## src/rtl/sps_pkg.sv

```systemverilog
package sps_pkg;

    localparam int GOLOMB_MAX_ZEROS_DEF = 31;
    localparam int QUEUE_DEPTH = 2;

    typedef enum logic [5:0] {
        S_HDR, S_PROF, S_CONS, S_LEVEL, S_SPSID, S_CHROMA, S_RESID, S_DEPTHL,
        S_DEPTHC, S_BYPASS, S_SCLPRES, S_SCLFLAGS, S_FRAMENUM, S_POCTYPE,
        S_POCLSB, S_DELTAZERO, S_NONREF, S_TOPBOT, S_NCYCLE, S_CYCOFF, S_NUMREF,
        S_GAPS, S_WIDTH, S_HEIGHT, S_FRAMEMBS, S_MBAFF, S_DIRECT, S_CROPFLAG,
        S_CROP, S_VUIFLAG, S_ARFLAG, S_ARIDC, S_SAR, S_OVFLAG, S_OVAPP, S_VSFLAG,
        S_VSINFO, S_COLOUR, S_CHLOCFLAG, S_CHLOC, S_TIMFLAG, S_NUIT, S_TSCALE,
        S_FIXED, S_DONE
    } step_t;

    typedef enum logic [1:0] {
        B_IDLE, B_BITS, B_DIV, B_OUT
    } back_state_t;

    typedef enum logic [2:0] {
        ST_OK        = 3'd0,
        ST_SHORT     = 3'd1,
        ST_NOT_SPS   = 3'd2,
        ST_TRUNC     = 3'd3,
        ST_MALFORMED = 3'd4
    } status_t;

    localparam logic [7:0] EPB_BYTE   = 8'h03;
    localparam logic [4:0] NAL_SPS    = 5'd7;
    localparam logic [7:0] AR_EXT_SAR = 8'd255;

    // queued work item from the front end
    typedef struct packed {
        logic [7:0] bits;
        logic       feed;
        logic       last;
        logic       short_unit;
    } work_t;

    typedef struct packed {
        logic [2:0]  status;
        logic [16:0] width_px;
        logic [16:0] height_px;
        logic [31:0] frame_rate;
        logic        rate_present;
    } result_t;

    // fixed field length; 0 marks an exp-Golomb code
    function automatic logic [5:0] step_len(input step_t s);
        unique case (s)
            S_HDR, S_PROF, S_CONS, S_LEVEL, S_SCLFLAGS, S_ARIDC: step_len = 6'd8;
            S_RESID, S_BYPASS, S_SCLPRES, S_DELTAZERO, S_GAPS, S_FRAMEMBS,
            S_MBAFF, S_DIRECT, S_CROPFLAG, S_VUIFLAG, S_ARFLAG, S_OVFLAG,
            S_OVAPP, S_VSFLAG, S_CHLOCFLAG, S_TIMFLAG, S_FIXED: step_len = 6'd1;
            S_SAR, S_NUIT, S_TSCALE: step_len = 6'd32;
            S_VSINFO: step_len = 6'd5;
            S_COLOUR: step_len = 6'd24;
            default: step_len = 6'd0;
        endcase
    endfunction

    function automatic logic [16:0] size_px(input logic [31:0] v);
        logic [32:0] p;
        p = {1'b0, v} + 33'd1;
        size_px = (p > 33'd4096) ? 17'd65536 : {p[12:0], 4'b0000};
    endfunction

endpackage

```

## src/rtl/sps_stream_if.sv

```systemverilog
interface sps_stream_if #(
    parameter int W = 8
);
    logic         valid;
    logic         ready;
    logic [W-1:0] payload;

    modport source (output valid, output payload, input ready);
    modport sink (input valid, input payload, output ready);
endinterface

```

## src/rtl/h264_sps_header_parser.sv

```systemverilog
// Channel   Dir  Payload                                            Handshake
// in_ch     in   data_byte[7:0], last_byte                          valid/ready
// out_ch    out  status, width_px, height_px, frame_rate, rate_present  valid/ready
//
// Each kept byte is loaded into the bit-serial syntax walker, which then walks
// its eight bits; the last byte also goes through the 32-step divider and the
// result stage. A two-entry queue separates byte intake from the walker.
// rst_n clears all control state asynchronously; the walker returns to the
// header step after every emitted result. A stalled output holds its result
// while the front keeps filling the queue.
module h264_sps_header_parser
    import sps_pkg::*;
#(
    parameter int GOLOMB_MAX_ZEROS = GOLOMB_MAX_ZEROS_DEF
)
(
    input logic clk,
    input logic rst_n,
    sps_stream_if.sink   in_ch,
    sps_stream_if.source out_ch
);
    logic    q_valid, q_ready;
    work_t   q_item;
    result_t res;

    sps_front u_front (
        .clk       (clk),
        .rst_n     (rst_n),
        .in_valid  (in_ch.valid),
        .in_ready  (in_ch.ready),
        .data_byte (in_ch.payload[7:0]),
        .last_byte (in_ch.payload[8]),
        .q_valid   (q_valid),
        .q_ready   (q_ready),
        .q_item    (q_item)
    );

    sps_back #(
        .GOLOMB_MAX_ZEROS (GOLOMB_MAX_ZEROS)
    ) u_back (
        .clk       (clk),
        .rst_n     (rst_n),
        .q_valid   (q_valid),
        .q_ready   (q_ready),
        .q_item    (q_item),
        .out_valid (out_ch.valid),
        .out_ready (out_ch.ready),
        .out_data  (res)
    );

    assign out_ch.payload = res;
endmodule

```

## src/rtl/sps_front.sv

```systemverilog
module sps_front
    import sps_pkg::*;
(
    input  logic        clk,
    input  logic        rst_n,
    input  logic        in_valid,
    output logic        in_ready,
    input  logic [7:0]  data_byte,
    input  logic        last_byte,
    output logic        q_valid,
    input  logic        q_ready,
    output work_t       q_item
);
    localparam int QAW = $clog2(QUEUE_DEPTH);

    logic [1:0] zero_run_reg, zero_run_next;
    logic [2:0] byte_count_reg, byte_count_next;
    work_t      q_mem [QUEUE_DEPTH];
    logic [QAW-1:0] wr_ptr_reg, rd_ptr_reg;
    logic [QAW:0]   fill_reg;
    logic       push, pop, drop;
    logic [2:0] cnt_inc;
    work_t      w_item;

    assign in_ready = (fill_reg != QUEUE_DEPTH[QAW:0]);
    assign push     = in_valid && in_ready;
    assign q_valid  = (fill_reg != '0);
    assign pop      = q_valid && q_ready;
    assign q_item   = q_mem[rd_ptr_reg];

    // classify the byte: drop emulation prevention, track unit length
    always_comb
    begin
        drop    = (zero_run_reg == 2'd2) && (data_byte == EPB_BYTE);
        cnt_inc = (byte_count_reg < 3'd6) ? byte_count_reg + 3'd1 : byte_count_reg;
        if (drop)
        begin
            zero_run_next = 2'd0;
        end
        else if (data_byte == 8'd0)
        begin
            zero_run_next = (zero_run_reg < 2'd2) ? zero_run_reg + 2'd1 : 2'd2;
        end
        else
        begin
            zero_run_next = 2'd0;
        end
        byte_count_next = cnt_inc;
        if (last_byte)
        begin
            zero_run_next   = 2'd0;
            byte_count_next = 3'd0;
        end
        w_item.bits       = data_byte;
        w_item.feed       = !drop;
        w_item.last       = last_byte;
        w_item.short_unit = (cnt_inc < 3'd6);
    end

    always_ff @(posedge clk or negedge rst_n)
    begin
        if (!rst_n)
        begin
            zero_run_reg   <= '0;
            byte_count_reg <= '0;
            wr_ptr_reg     <= '0;
            rd_ptr_reg     <= '0;
            fill_reg       <= '0;
        end
        else
        begin
            if (push)
            begin
                zero_run_reg   <= zero_run_next;
                byte_count_reg <= byte_count_next;
                wr_ptr_reg     <= (wr_ptr_reg == QAW'(QUEUE_DEPTH - 1)) ? '0 : wr_ptr_reg + 1'b1;
            end
            if (pop)
            begin
                rd_ptr_reg <= (rd_ptr_reg == QAW'(QUEUE_DEPTH - 1)) ? '0 : rd_ptr_reg + 1'b1;
            end
            fill_reg <= fill_reg + (QAW+1)'(push) - (QAW+1)'(pop);
        end
    end

    // hold queued items
    always_ff @(posedge clk)
    begin
        if (push)
        begin
            q_mem[wr_ptr_reg] <= w_item;
        end
    end

    assert property (@(posedge clk) disable iff (!rst_n)
        fill_reg <= QUEUE_DEPTH[QAW:0])
        else $error("queue overfilled");
    assert property (@(posedge clk) disable iff (!rst_n)
        push && last_byte |=> byte_count_reg == 3'd0 && zero_run_reg == 2'd0)
        else $error("unit counters not cleared");
    assert property (@(posedge clk) disable iff (!rst_n)
        (fill_reg == '0) |-> !pop)
        else $error("pop from empty queue");
endmodule

```

## src/rtl/sps_divider.sv

```systemverilog
module sps_divider
    import sps_pkg::*;
(
    input  logic        clk,
    input  logic        rst_n,
    input  logic        start,
    input  logic [31:0] dividend,
    input  logic [31:0] divisor,
    output logic        busy,
    output logic [31:0] quotient
);
    logic [31:0] q_reg, q_next;
    logic [31:0] r_reg, r_next;
    logic [31:0] d_reg;
    logic [5:0]  cnt_reg, cnt_next;
    logic [32:0] trial;

    assign busy     = (cnt_reg != 6'd0);
    assign quotient = q_reg;

    // one restoring step a cycle
    always_comb
    begin
        trial  = {r_reg, q_reg[31]} - {1'b0, d_reg};
        q_next = {q_reg[30:0], !trial[32]};
        r_next = trial[32] ? {r_reg[30:0], q_reg[31]} : trial[31:0];
        cnt_next = cnt_reg - 6'd1;
    end

    always_ff @(posedge clk or negedge rst_n)
    begin
        if (!rst_n)
        begin
            cnt_reg <= '0;
        end
        else if (start)
        begin
            cnt_reg <= 6'd32;
        end
        else if (busy)
        begin
            cnt_reg <= cnt_next;
        end
    end

    always_ff @(posedge clk)
    begin
        if (start)
        begin
            q_reg <= dividend;
            r_reg <= '0;
            d_reg <= divisor;
        end
        else if (busy)
        begin
            q_reg <= q_next;
            r_reg <= r_next;
        end
    end
endmodule

```

## src/rtl/sps_back.sv

```systemverilog
module sps_back
    import sps_pkg::*;
#(
    parameter int GOLOMB_MAX_ZEROS = GOLOMB_MAX_ZEROS_DEF
)
(
    input  logic    clk,
    input  logic    rst_n,
    input  logic    q_valid,
    output logic    q_ready,
    input  work_t   q_item,
    output logic    out_valid,
    input  logic    out_ready,
    output result_t out_data
);
    back_state_t state_reg, state_next;
    step_t       step_reg;
    logic [7:0]  sh_reg;
    logic [2:0]  bit_reg;
    logic        last_reg, short_reg, fixed_flag_reg;
    logic [5:0]  gz_reg;
    logic [31:0] gv_reg;
    logic [5:0]  left_reg;
    logic [7:0]  prof_reg;
    logic [31:0] loop_reg;
    logic [16:0] w_reg, h_reg;
    logic [31:0] tick_reg, scale_reg;
    logic        timing_reg;
    logic [2:0]  err_reg;
    logic        res_valid_reg;
    result_t     res_reg;

    logic        b, is_fixed, fin;
    logic [31:0] fin_v, gv_sh;
    step_t       nx;
    logic        div_start, div_busy;
    logic [31:0] div_q;
    logic        active;
    logic [2:0]  st;

    sps_divider u_div (
        .clk      (clk),
        .rst_n    (rst_n),
        .start    (div_start),
        .dividend (scale_reg),
        .divisor  (tick_reg),
        .busy     (div_busy),
        .quotient (div_q)
    );

    assign q_ready   = (state_reg == B_IDLE);
    assign out_valid = res_valid_reg;
    assign out_data  = res_reg;

    // next state
    always_comb
    begin
        state_next = state_reg;
        unique case (state_reg)
            B_IDLE:
                if (q_valid)
                begin
                    state_next = q_item.feed ? B_BITS
                               : (q_item.last ? B_DIV : B_IDLE);
                end
            B_BITS:
                if (bit_reg == 3'd7)
                begin
                    state_next = last_reg ? B_DIV : B_IDLE;
                end
            B_DIV:
                if (!div_busy)
                begin
                    state_next = B_OUT;
                end
            B_OUT:
                if (!res_valid_reg || out_ready)
                begin
                    state_next = B_IDLE;
                end
            default: state_next = B_IDLE;
        endcase
    end

    // syntax walker bit decode
    always_comb
    begin
        b        = sh_reg[7];
        active   = (state_reg == B_BITS) && (err_reg == 3'd0) && (step_reg != S_DONE);
        is_fixed = (step_len(step_reg) != 6'd0);
        gv_sh    = {gv_reg[30:0], b};
        fin      = 1'b0;
        fin_v    = gv_sh;
        if (is_fixed)
        begin
            fin = (left_reg == 6'd1);
        end
        else if (left_reg == 6'd0)
        begin
            fin   = b && (gz_reg == 6'd0);
            fin_v = '0;
        end
        else
        begin
            fin   = (left_reg == 6'd1);
            fin_v = ((32'd1 << gz_reg) - 32'd1) + gv_sh;
        end
        nx = step_t'(step_reg + 6'd1);
        unique case (step_reg)
            S_SPSID: nx = (prof_reg == 8'd100 || prof_reg == 8'd110 ||
                           prof_reg == 8'd122 || prof_reg == 8'd144) ? S_CHROMA : S_FRAMENUM;
            S_CHROMA: nx = (fin_v == 32'd3) ? S_RESID : S_DEPTHL;
            S_SCLPRES: nx = (fin_v != 0) ? S_SCLFLAGS : S_FRAMENUM;
            S_POCTYPE: nx = (fin_v == 0) ? S_POCLSB : ((fin_v == 1) ? S_DELTAZERO : S_NUMREF);
            S_POCLSB: nx = S_NUMREF;
            S_NCYCLE: nx = (fin_v != 0) ? S_CYCOFF : S_NUMREF;
            S_CYCOFF: nx = (loop_reg != 32'd1) ? S_CYCOFF : S_NUMREF;
            S_FRAMEMBS: nx = (fin_v != 0) ? S_DIRECT : S_MBAFF;
            S_CROPFLAG: nx = (fin_v != 0) ? S_CROP : S_VUIFLAG;
            S_CROP: nx = (loop_reg != 32'd1) ? S_CROP : S_VUIFLAG;
            S_VUIFLAG: nx = (fin_v != 0) ? S_ARFLAG : S_DONE;
            S_ARFLAG: nx = (fin_v != 0) ? S_ARIDC : S_OVFLAG;
            S_ARIDC: nx = (fin_v == {24'd0, AR_EXT_SAR}) ? S_SAR : S_OVFLAG;
            S_OVFLAG: nx = (fin_v != 0) ? S_OVAPP : S_VSFLAG;
            S_VSFLAG: nx = (fin_v != 0) ? S_VSINFO : S_CHLOCFLAG;
            S_VSINFO: nx = fin_v[0] ? S_COLOUR : S_CHLOCFLAG;
            S_CHLOCFLAG: nx = (fin_v != 0) ? S_CHLOC : S_TIMFLAG;
            S_CHLOC: nx = (loop_reg != 32'd1) ? S_CHLOC : S_TIMFLAG;
            S_TIMFLAG: nx = (fin_v != 0) ? S_NUIT : S_DONE;
            S_FIXED: nx = S_DONE;
            default: nx = step_t'(step_reg + 6'd1);
        endcase
    end

    // outputs of the sequencer
    always_comb
    begin
        div_start = (state_reg == B_IDLE) && q_valid && !q_item.feed && q_item.last
                 || (state_reg == B_BITS) && (bit_reg == 3'd7) && last_reg;
        if (short_reg)
        begin
            st = ST_SHORT;
        end
        else if (err_reg != 3'd0)
        begin
            st = err_reg;
        end
        else if (step_reg != S_DONE)
        begin
            st = ST_TRUNC;
        end
        else
        begin
            st = ST_OK;
        end
    end

    always_ff @(posedge clk or negedge rst_n)
    begin
        if (!rst_n)
        begin
            state_reg     <= B_IDLE;
            res_valid_reg <= 1'b0;
            step_reg      <= S_HDR;
            gz_reg <= '0; gv_reg <= '0; left_reg <= 6'd8;
            prof_reg <= '0; loop_reg <= '0; w_reg <= '0; h_reg <= '0;
            tick_reg <= '0; scale_reg <= '0; timing_reg <= 1'b0; err_reg <= '0;
            fixed_flag_reg <= 1'b0; bit_reg <= '0; last_reg <= 1'b0; short_reg <= 1'b0;
        end
        else
        begin
            state_reg <= state_next;
            // raise the result on emit, drop it once taken
            if (state_reg == B_OUT && state_next == B_IDLE)
            begin
                res_valid_reg <= 1'b1;
            end
            else if (res_valid_reg && out_ready)
            begin
                res_valid_reg <= 1'b0;
            end
            // take a byte from the queue
            if (state_reg == B_IDLE && q_valid)
            begin
                bit_reg   <= '0;
                last_reg  <= q_item.last;
                short_reg <= q_item.short_unit;
            end
            if (state_reg == B_BITS)
            begin
                bit_reg <= bit_reg + 3'd1;
            end
            // advance the walker by one bit
            if (active)
            begin
                if (fin)
                begin
                    if (step_reg == S_HDR && fin_v[4:0] != NAL_SPS)
                    begin
                        err_reg <= ST_NOT_SPS;
                    end
                    else
                    begin
                        step_reg <= nx;
                        gz_reg   <= '0;
                        gv_reg   <= '0;
                        left_reg <= (nx == S_DONE) ? 6'd0 : step_len(nx);
                        unique case (step_reg)
                            S_PROF: prof_reg <= fin_v[7:0];
                            S_NCYCLE: loop_reg <= fin_v;
                            S_CYCOFF, S_CROP, S_CHLOC: loop_reg <= loop_reg - 32'd1;
                            S_CROPFLAG: loop_reg <= 32'd4;
                            S_CHLOCFLAG: loop_reg <= 32'd2;
                            S_WIDTH: w_reg <= size_px(fin_v);
                            S_HEIGHT: h_reg <= size_px(fin_v);
                            S_TIMFLAG: timing_reg <= fin_v[0];
                            S_NUIT: tick_reg <= fin_v;
                            S_TSCALE: scale_reg <= fin_v;
                            S_FIXED: fixed_flag_reg <= fin_v[0];
                            default: ;
                        endcase
                    end
                end
                else if (is_fixed || left_reg != 6'd0)
                begin
                    gv_reg   <= gv_sh;
                    left_reg <= left_reg - 6'd1;
                end
                else if (!b)
                begin
                    gz_reg <= gz_reg + 6'd1;
                    if (gz_reg + 6'd1 > 6'(GOLOMB_MAX_ZEROS))
                    begin
                        err_reg <= ST_MALFORMED;
                    end
                end
                else
                begin
                    left_reg <= gz_reg;
                    gv_reg   <= '0;
                end
            end
            // emit the result and return to the header step
            if (state_reg == B_OUT && state_next == B_IDLE)
            begin
                step_reg <= S_HDR;
                gz_reg <= '0; gv_reg <= '0; left_reg <= 6'd8;
                prof_reg <= '0; loop_reg <= '0; w_reg <= '0; h_reg <= '0;
                tick_reg <= '0; scale_reg <= '0; timing_reg <= 1'b0; err_reg <= '0;
                fixed_flag_reg <= 1'b0;
            end
        end
    end

    // shift byte bits and latch the result
    always_ff @(posedge clk)
    begin
        if (state_reg == B_IDLE && q_valid)
        begin
            sh_reg <= q_item.bits;
        end
        else if (state_reg == B_BITS)
        begin
            sh_reg <= {sh_reg[6:0], 1'b0};
        end
        if (state_reg == B_OUT && state_next == B_IDLE)
        begin
            res_reg.status <= st;
            if (st == ST_OK)
            begin
                res_reg.width_px     <= w_reg;
                res_reg.height_px    <= h_reg;
                res_reg.rate_present <= timing_reg && step_reg == S_DONE && tick_reg != 0;
                res_reg.frame_rate   <= (timing_reg && tick_reg != 0)
                                       ? (fixed_flag_reg ? {1'b0, div_q[31:1]} : div_q)
                                       : 32'd0;
            end
            else
            begin
                res_reg.width_px     <= '0;
                res_reg.height_px    <= '0;
                res_reg.rate_present <= 1'b0;
                res_reg.frame_rate   <= '0;
            end
        end
    end

    assert property (@(posedge clk) disable iff (!rst_n)
        out_valid && !out_ready |=> out_valid)
        else $error("result dropped");
    assert property (@(posedge clk) disable iff (!rst_n)
        state_reg == B_DIV |-> !q_ready)
        else $error("accepted byte during division");
    assert property (@(posedge clk) disable iff (!rst_n)
        out_valid && out_data.status != ST_OK |-> out_data.rate_present == 1'b0)
        else $error("rate flagged on error");
endmodule

```

## src/flat_wrapper.sv

```systemverilog
// flat-port wrapper written by rule: the top's interface ports become plain ports
module h264_sps_header_parser_flat import sps_pkg::*;
#(
    parameter int GOLOMB_MAX_ZEROS = GOLOMB_MAX_ZEROS_DEF
)
  (clk, rst_n, in_ch_valid, in_ch_payload, in_ch_ready, out_ch_valid, out_ch_payload, out_ch_ready);
  sps_stream_if #(.W(9)) in_ch_i ();
  sps_stream_if #(.W($bits(result_t))) out_ch_i ();
  input logic clk;
  input logic rst_n;
  input wire logic [$bits(in_ch_i.valid)-1:0] in_ch_valid;
  input wire logic [$bits(in_ch_i.payload)-1:0] in_ch_payload;
  output wire logic [$bits(in_ch_i.ready)-1:0] in_ch_ready;
  output wire logic [$bits(out_ch_i.valid)-1:0] out_ch_valid;
  output wire logic [$bits(out_ch_i.payload)-1:0] out_ch_payload;
  input wire logic [$bits(out_ch_i.ready)-1:0] out_ch_ready;
  assign in_ch_i.valid = in_ch_valid;
  assign in_ch_i.payload = in_ch_payload;
  assign in_ch_ready = in_ch_i.ready;
  assign out_ch_valid = out_ch_i.valid;
  assign out_ch_payload = out_ch_i.payload;
  assign out_ch_i.ready = out_ch_ready;
  h264_sps_header_parser #(.GOLOMB_MAX_ZEROS(GOLOMB_MAX_ZEROS)) u_core (.clk(clk), .rst_n(rst_n), .in_ch(in_ch_i), .out_ch(out_ch_i));
endmodule
```

## config.mk

```make
export PLATFORM = sky130hd
export DESIGN_NAME = h264_sps_header_parser_flat
export DESIGN_NICKNAME = d
export VERILOG_FILES = /design/src/rtl/sps_pkg.sv /design/src/rtl/sps_stream_if.sv /design/src/rtl/h264_sps_header_parser.sv /design/src/rtl/sps_front.sv /design/src/rtl/sps_divider.sv /design/src/rtl/sps_back.sv /design/src/flat_wrapper.sv
export SDC_FILE = /design/constraint.sdc
export NUM_CORES = 1
export LEC_CHECK = 0
export BUFFER_PORTS_ARGS = -buffer_cell sky130_fd_sc_hd__buf_2
export CORE_AREA = 2 2 250 252
export DETAILED_ROUTE_END_ITERATION = 8
export DIE_AREA = 0 0 252 254
export PLACE_DENSITY = 0.65
export SLEW_MARGIN = 10
export SYNTH_ARGS = -nofsm -noshare
export SYNTH_HDL_FRONTEND = slang
export SYNTH_HIERARCHICAL = 1
export SYNTH_SLANG_ARGS = --single-unit
```

## constraint.sdc

```tcl
create_clock -name clk -period 5.3 [get_ports clk]
set_input_delay 0.265 -clock clk [delete_from_list [all_inputs] [get_ports clk]]
set_output_delay 0.265 -clock clk [all_outputs]
set_load 0.05 [all_outputs]
```

==> results of run 1 <==
cells in the final DEF (no fill, tap or decap), drive strengths merged, types with 49 or more instances in the layout:
cell,count
nor3,65
buf,434
o21ai,238
inv,179
nor2,226
dfrtp,205
edfxtp,156
xnor2,49
nand3,52
a21oi,119
mux2,66
ha,124
nand2,352
clkbuf,56
through the flow:
step	instance area, um^2	setup TNS (ns)	instances	utilization	hold WS, ns
after floorplan	24400	-0.167	2668	-	-0.0306
after global placement	27700	-7.81	3713	0.453	0.330
after detailed placement	27700	-11.91	3713	0.453	0.343
after CTS	30500	-6.35	3830	0.498	0.0100
after global routing	31000	-16.65	3848	0.506	0.0439
final	31000	-8.40	3848	0.506	0.0325
cell families (layout without fill, tap and decap cells):
kind of cell / after synthesis / after routing
buffers and inverters: 314 / 704
other: 1 / 8
AND/OR/NAND/NOR: 944 / 944
multiplexers: 111 / 111
flip-flops: 394 / 394
XOR/XNOR: 88 / 88
AO/OA/AOI/OAI: 683 / 683
adder cells (fa/ha/maj): 126 / 126
repair_timing:
item,CTS,global route
hold buffers,10,0
gates cloned,3,0
endpoints found under the setup margin,31,32
gates resized for setup,179,58
endpoints found under the hold margin,100,0
pin swaps,70,45
buffers inserted,22,20
worst max-delay path, stage by stage, from the launching register on:
cell,delay (ns)
dfrtp_2,0.46
inv_4,0.11
ha_4,0.14
nor3b_4,0.25
buf_4,0.16
nand2_1,0.05
ha_1,0.27
inv_1,0.06
ha_4,0.28
o211ai_1,0.09
buf_4,0.16
a21o_1,0.17
a211o_1,0.32
buf_4,0.18
o2111ai_4,0.21
o211ai_1,0.16
nor3_2,0.19
nand4_1,0.12
a21oi_2,0.22
and4_4,0.29
nor2b_4,0.14
o22ai_2,0.08
a32oi_2,0.23
ha_1,0.30
or3_4,0.39
a21boi_2,0.19
o32ai_2,0.12
a221o_1,0.30
per-layer routing:
layer	vias up	part of all wire	track usage
met4	0	0.040	0.0899
met5	-	0	0
met2	679	0.47	0.369
li1	10300	-	-
met3	161	0.059	0.0321
met1	10300	0.44	0.301
worst max-delay path by stage:
| stage | start | end | depth (start not counted) |
|---|---|---|---|
| 6_report | u_core/u_back/gz_reg[0] | u_core/u_back/left_reg[0] | 27 |
| 3_3_place_gp | u_core/u_back/gz_reg[1] | u_core/u_back/left_reg[0] | 29 |
| 3_5_place_dp | u_core/u_back/gz_reg[0] | u_core/u_back/left_reg[0] | 27 |
| 4_1_cts | u_core/u_back/gz_reg[0] | u_core/u_back/left_reg[0] | 27 |
| 5_1_grt | u_core/u_back/gz_reg[0] | u_core/u_back/h_reg[6] | 29 |
| 2_1_floorplan | u_core/u_back/gz_reg[0] | u_core/u_back/left_reg[0] | 25 |
cell type report:
class	count	area, um^2	share of cell area
Multi-Input combinational cell	1960	13900	0.448
Sequential cell	394	10500	0.338
Timing Repair Buffer	445	3420	0.110
Clock buffer	55	1240	0.0399
Tap cell	790	988	0.0319
Inverter	175	667	0.0215
Clock inverter	29	307	0.00989
==> qor.yml, run 1 <==
place_ws_ns: -0.744
critical_path_arrival_ns: 6.24
path_clk_slew_ns: 0.06
start_kind: "flop"
portBuffers: 76
nets: 3160
clkLatencyLatePin_ns: 0.59
htree_levels: 2
wire_per_inst_um: 19.0
muxShareOfSynthArea: 0.0497
drtAntennaViolNets: 0
grt_pass1_wl_mm: 116
rsz0062_at_grt: "true"
antenna_cells_inserted: 0
finalWirelength_mm: 73.0
drc: 0
synth_cells: 2661
r2r_start: "u_core/u_back/gz_reg[0]"
max_cap_violations: 0
status: "finished, violations left"
cts_root_buf: "clkbuf_16"
viasPerCell: 5.55
worstPathRequired_ns: 5.77
cts_buffers: 45
synthAdderAreaFrac: 0.0654
holdPathStages: 3
core_area_um2: 61300
fillers: 5538
yosysWarnings: 6
finalSetupViolCount: 31
drive_gt1_frac: 0.259
yosys.area.top_type_share: 0.211
place_congestion: 0.948
synthFlopType: "dfrtp_1"
fin_skew_ns: 0.0152
synth_top_cell_by_area: "dfrtp_1"
drt_iter0_markers: 1781
synth-edff-count: 156
cts_max_path_buffers: 3
cp-end-kind: "flop"
hold_viol: 0
largest_reg_flops: 62
syn_avg_cell_area_um2: 9.14
rows: 91
fin_ws_ns: -0.474
grt_max_degree: 126
tightest_slew_ns: 1.11
slew_viol_final: 0
clock-sinks: 394
ys_seq_area_frac: 0.431
fin_crit_ns: 5.77
fin_crit_sh: 1.09
die_x_um: 252
cts_tree: "done"
antenna_found_initial: 0
synth_area_leaders: "dfrtp_1 (21%), edfxtp_1 (19%), ha_1 (6.4%), nand2_1 (5.4%), o21ai_0 (4.5%)"
hold_path.class: "input pin to flop"
hold_start: "out_ch_ready"
rr_worst_depth: 27
hpwl_mm: 53.7
netlist_area_um2: 24300
ys_types: 118
io_pins: 85
overflow: 0
first_pass_iters: 6
regToRegEndpoint: "u_core/u_back/left_reg[0]"
failed_checks: "setup timing"
async_flop_share: 0.523
holdPathEnd: "u_core/u_back/out_valid"
start_util: 0.397
areaGrowthSynthToFinish_pct: 27.4
design.die.area_um2: 64000
r2r_setup_slack_ns: -0.47
die_height_um: 254
ys_ff_latch: 394
synth_xor_area_frac: 0.0317
crit_fanout: 4
synth_compound_area_frac: 0.185
via_count: 21400
grt_pass1_vias: 21100
slew_headroom: 0.258
fmax_mhz: 173
synth.top_cells.by_count: "nand2_1 (351), nor2_1 (226), o21ai_0 (221)"
synth_most_common_cell: "nand2_1"
synth_top_family_by_area: "simple AND/OR/NAND/NOR gates"
synthSimpleGateAreaFrac: 0.185
grtUsageTotal: 0.225
crit_type: "flop to flop"
Power of run 1 is not shown: default switching activity piles up to over one toggle a cycle in this logic, so the estimate is an artifact.
==> run 2: changes to the inputs <==
--- a/config.mk
+++ b/config.mk
@@ -6,10 +6,10 @@
 export NUM_CORES = 1
 export LEC_CHECK = 0
 export BUFFER_PORTS_ARGS = -buffer_cell sky130_fd_sc_hd__buf_2
-export CORE_AREA = 2 2 250 252
+export CORE_AREA = 2 2 236 238
 export DETAILED_ROUTE_END_ITERATION = 8
-export DIE_AREA = 0 0 252 254
-export PLACE_DENSITY = 0.65
+export DIE_AREA = 0 0 238 240
+export PLACE_DENSITY = 0.71
 export SLEW_MARGIN = 10
 export SYNTH_ARGS = -nofsm -noshare
 export SYNTH_HDL_FRONTEND = slang
==> qor.yml, run 2 (same netlist as run 1, synthesis figures left out) <==
status: "finished, violations left"
failed_checks: "setup timing"
fin_crit_ns: 5.82  # +0.0409 ns
finalSetupTns_ns: -7.19  # +1.21 ns
rows: 86  # -5.5%
slew_headroom: 0.300  # +0.0422
r2r_start: "u_core/u_back/gz_reg[1]"
htree_levels: 2  # unchanged
postPlaceCellArea_um2: 27600  # -0.67%
largest_reg_flops: 62  # unchanged
core_area_um2: 54700  # -11%
fillers: 4793  # -13%
drtAntennaViolNets: 0  # unchanged
critPathBufInv: 4  # -1
viasPerCell: 5.77  # +3.9%
antenna_cells_inserted: 0  # unchanged
hold_viol: 0  # unchanged
cts_buffers: 45  # unchanged
drc: 0  # unchanged
fin_area_um2: 30400  # -2.0%
slowest_delay_ns: 0.46  # about the same
hold_start: "out_ch_ready"
cts_tree: "done"
grt_pass1_wl_mm: 116  # +0.48%
cp_top_family: "compound AO/OA/AOI/OAI gates"
portBuffers: 76  # unchanged
crit_type: "flop to flop"
holdPathStages: 3  # unchanged
hpwl_mm: 54.1  # +0.60%
fin_skew_ns: 0.0135  # -0.00172 ns
crit_fanout: 5  # +1
drt_iter0_markers: 1663  # -6.6%
grtUsageTotal: 0.255  # +0.0300
rsz0062_at_grt: "true"
finalSetupViolCount: 31  # unchanged
hold_path.class: "input pin to flop"
drive_gt1_frac: 0.248  # -0.0110
path_clk_slew_ns: 0.06  # about the same
clock-sinks: 394  # unchanged
cp-end-kind: "flop"
regToRegEndpoint: "u_core/u_back/left_reg[0]"
r2r_setup_slack_ns: -0.52  # -0.04 ns
holdPathEnd: "u_core/u_back/out_valid"
fin_crit_sh: 1.10  # +0.00772
fin_util: 0.556  # +0.0498
max_cap_violations: 0  # unchanged
clkLatencyLatePin_ns: 0.59  # about the same
tightest_slew_ns: 1.05  # -0.0630 ns
overflow: 0  # unchanged
fin_ws_ns: -0.515  # -0.0409 ns
fmax_mhz: 172  # -0.70%
most-common-layout-cells: "nand2_1 (346), buf_4 (322), nor2_1 (221), o21ai_0 (207), dfrtp_1 (202)"
cp_common_cell: "ha_4"
grt_pass1_vias: 21600  # +2.5%
areaGrowthSynthToFinish_pct: 24.9
design.die.area_um2: 57100  # -11%
whs_ns: 0.0614  # +0.0289 ns
worstPathRequired_ns: 5.77  # about the same
start_kind: "flop"
antenna_found_initial: 0  # unchanged
rr_worst_depth: 26  # -3.7%
grt_max_degree: 138  # +9.5%
cts_root_buf: "clkbuf_16"
slew_viol_final: 0  # unchanged
critical_path_arrival_ns: 6.29  # +0.05 ns
die_x_um: 238  # -5.6%
die_height_um: 240  # -5.5%
place_congestion: 0.963  # +1.6%
via_count: 21600  # +1.1%
wire_per_inst_um: 19.7  # +4.0%
crit_slowest_cell: "dfrtp_2"
io_pins: 85  # unchanged
cts_max_path_buffers: 3  # unchanged
first_pass_iters: 6  # unchanged
finalWirelength_mm: 73.9  # +1.2%
final_common_cell: "nand2_1"
start_util: 0.445  # +0.0479
nets: 3142  # -0.57%
## run 2: cell types whose count changed in the layout (fill, tap and decap cells not counted), sizes merged
cell,change
buf,-19
clkinv,-3
dlygate4sd3,+1
clkbuf,+3
clkinvlp,-1
inv,+1
## run 2: worst max path at each step
| stage | depth (start not counted) | start | slack [ns] | to |
|---|---|---|---|---|
| finish | 26 | u_core/u_back/gz_reg[1] | -0.52 | u_core/u_back/left_reg[0] |
| floorplan | 25 | u_core/u_back/gz_reg[0] | -0.17 | u_core/u_back/left_reg[0] |
| detailed placement | 28 | u_core/u_back/gz_reg[1] | -0.67 | u_core/u_back/left_reg[0] |
| CTS | 26 | u_core/u_back/gz_reg[1] | -0.45 | u_core/u_back/left_reg[0] |
| global route | 27 | u_core/u_back/gz_reg[1] | -0.74 | u_core/u_back/left_reg[0] |
| global placement | 28 | u_core/u_back/gz_reg[1] | -0.58 | u_core/u_back/left_reg[0] |
## run 2: worst register-to-register path, cell delays in order, from the launching register on
cell and delay [ns]:
dfrtp_2 0.46, inv_4 0.09, ha_4 0.13, nor3b_4 0.21
buf_6 0.15, nand2_2 0.07, ha_4 0.27, inv_2 0.04
ha_4 0.22, a21o_1 0.19, a31o_4 0.24, a221o_1 0.33
or3_1 0.37, a32o_2 0.32, nor3_2 0.18, nand4_1 0.17
a21oi_2 0.25, buf_6 0.16, nand3_4 0.09, nor2_1 0.11
a21oi_1 0.06, a32oi_2 0.37, ha_4 0.28, mux2_4 0.28
a221oi_4 0.27, o32ai_2 0.11, a221o_1 0.29
## run 2: layer usage
metal,part of all wire,vias to the layer above,global-route usage,routed length (um)
met1,0.43,10500,0.331,31700
li1,-,10200,-,-
met5,0,-,0,0
met3,0.053,144,0.0336,3940
met2,0.48,679,0.433,35600
met4,0.036,0,0.104,2640
## run 2: stage by stage
| step | instances | setup WS [ns] |
|---|---|---|
| finish | 3744 | -0.515 |
| global route | 3744 | -0.738 |
| floorplan | 2668 | -0.167 |
| detailed placement | 3620 | -0.673 |
| CTS | 3732 | -0.451 |
| global placement | 3620 | -0.578 |
## run 2: cell type report
| type | instances | area (um^2) | share of cell area |
|---|---|---|---|
| Clock buffer | 58 | 1250 | 0.0410 |
| Multi-Input combinational cell | 1960 | 13600 | 0.448 |
| Clock inverter | 26 | 294 | 0.00968 |
| Sequential cell | 394 | 10500 | 0.345 |
| Tap cell | 704 | 881 | 0.0290 |
| Timing Repair Buffer | 427 | 3200 | 0.105 |
| Inverter | 175 | 667 | 0.0219 |
## run 2: repair_timing
item / 4_1_cts / 5_1_grt
cloned: 2 / 0
hold endpoints to repair: 89 / 0
setup endpoints to repair: 31 / 46
hold buffers: 11 / 0
setup buffers: 15 / 11
resized for setup: 104 / 74
pin swaps: 34 / 56
Power of run 2 is left out for the same reason.
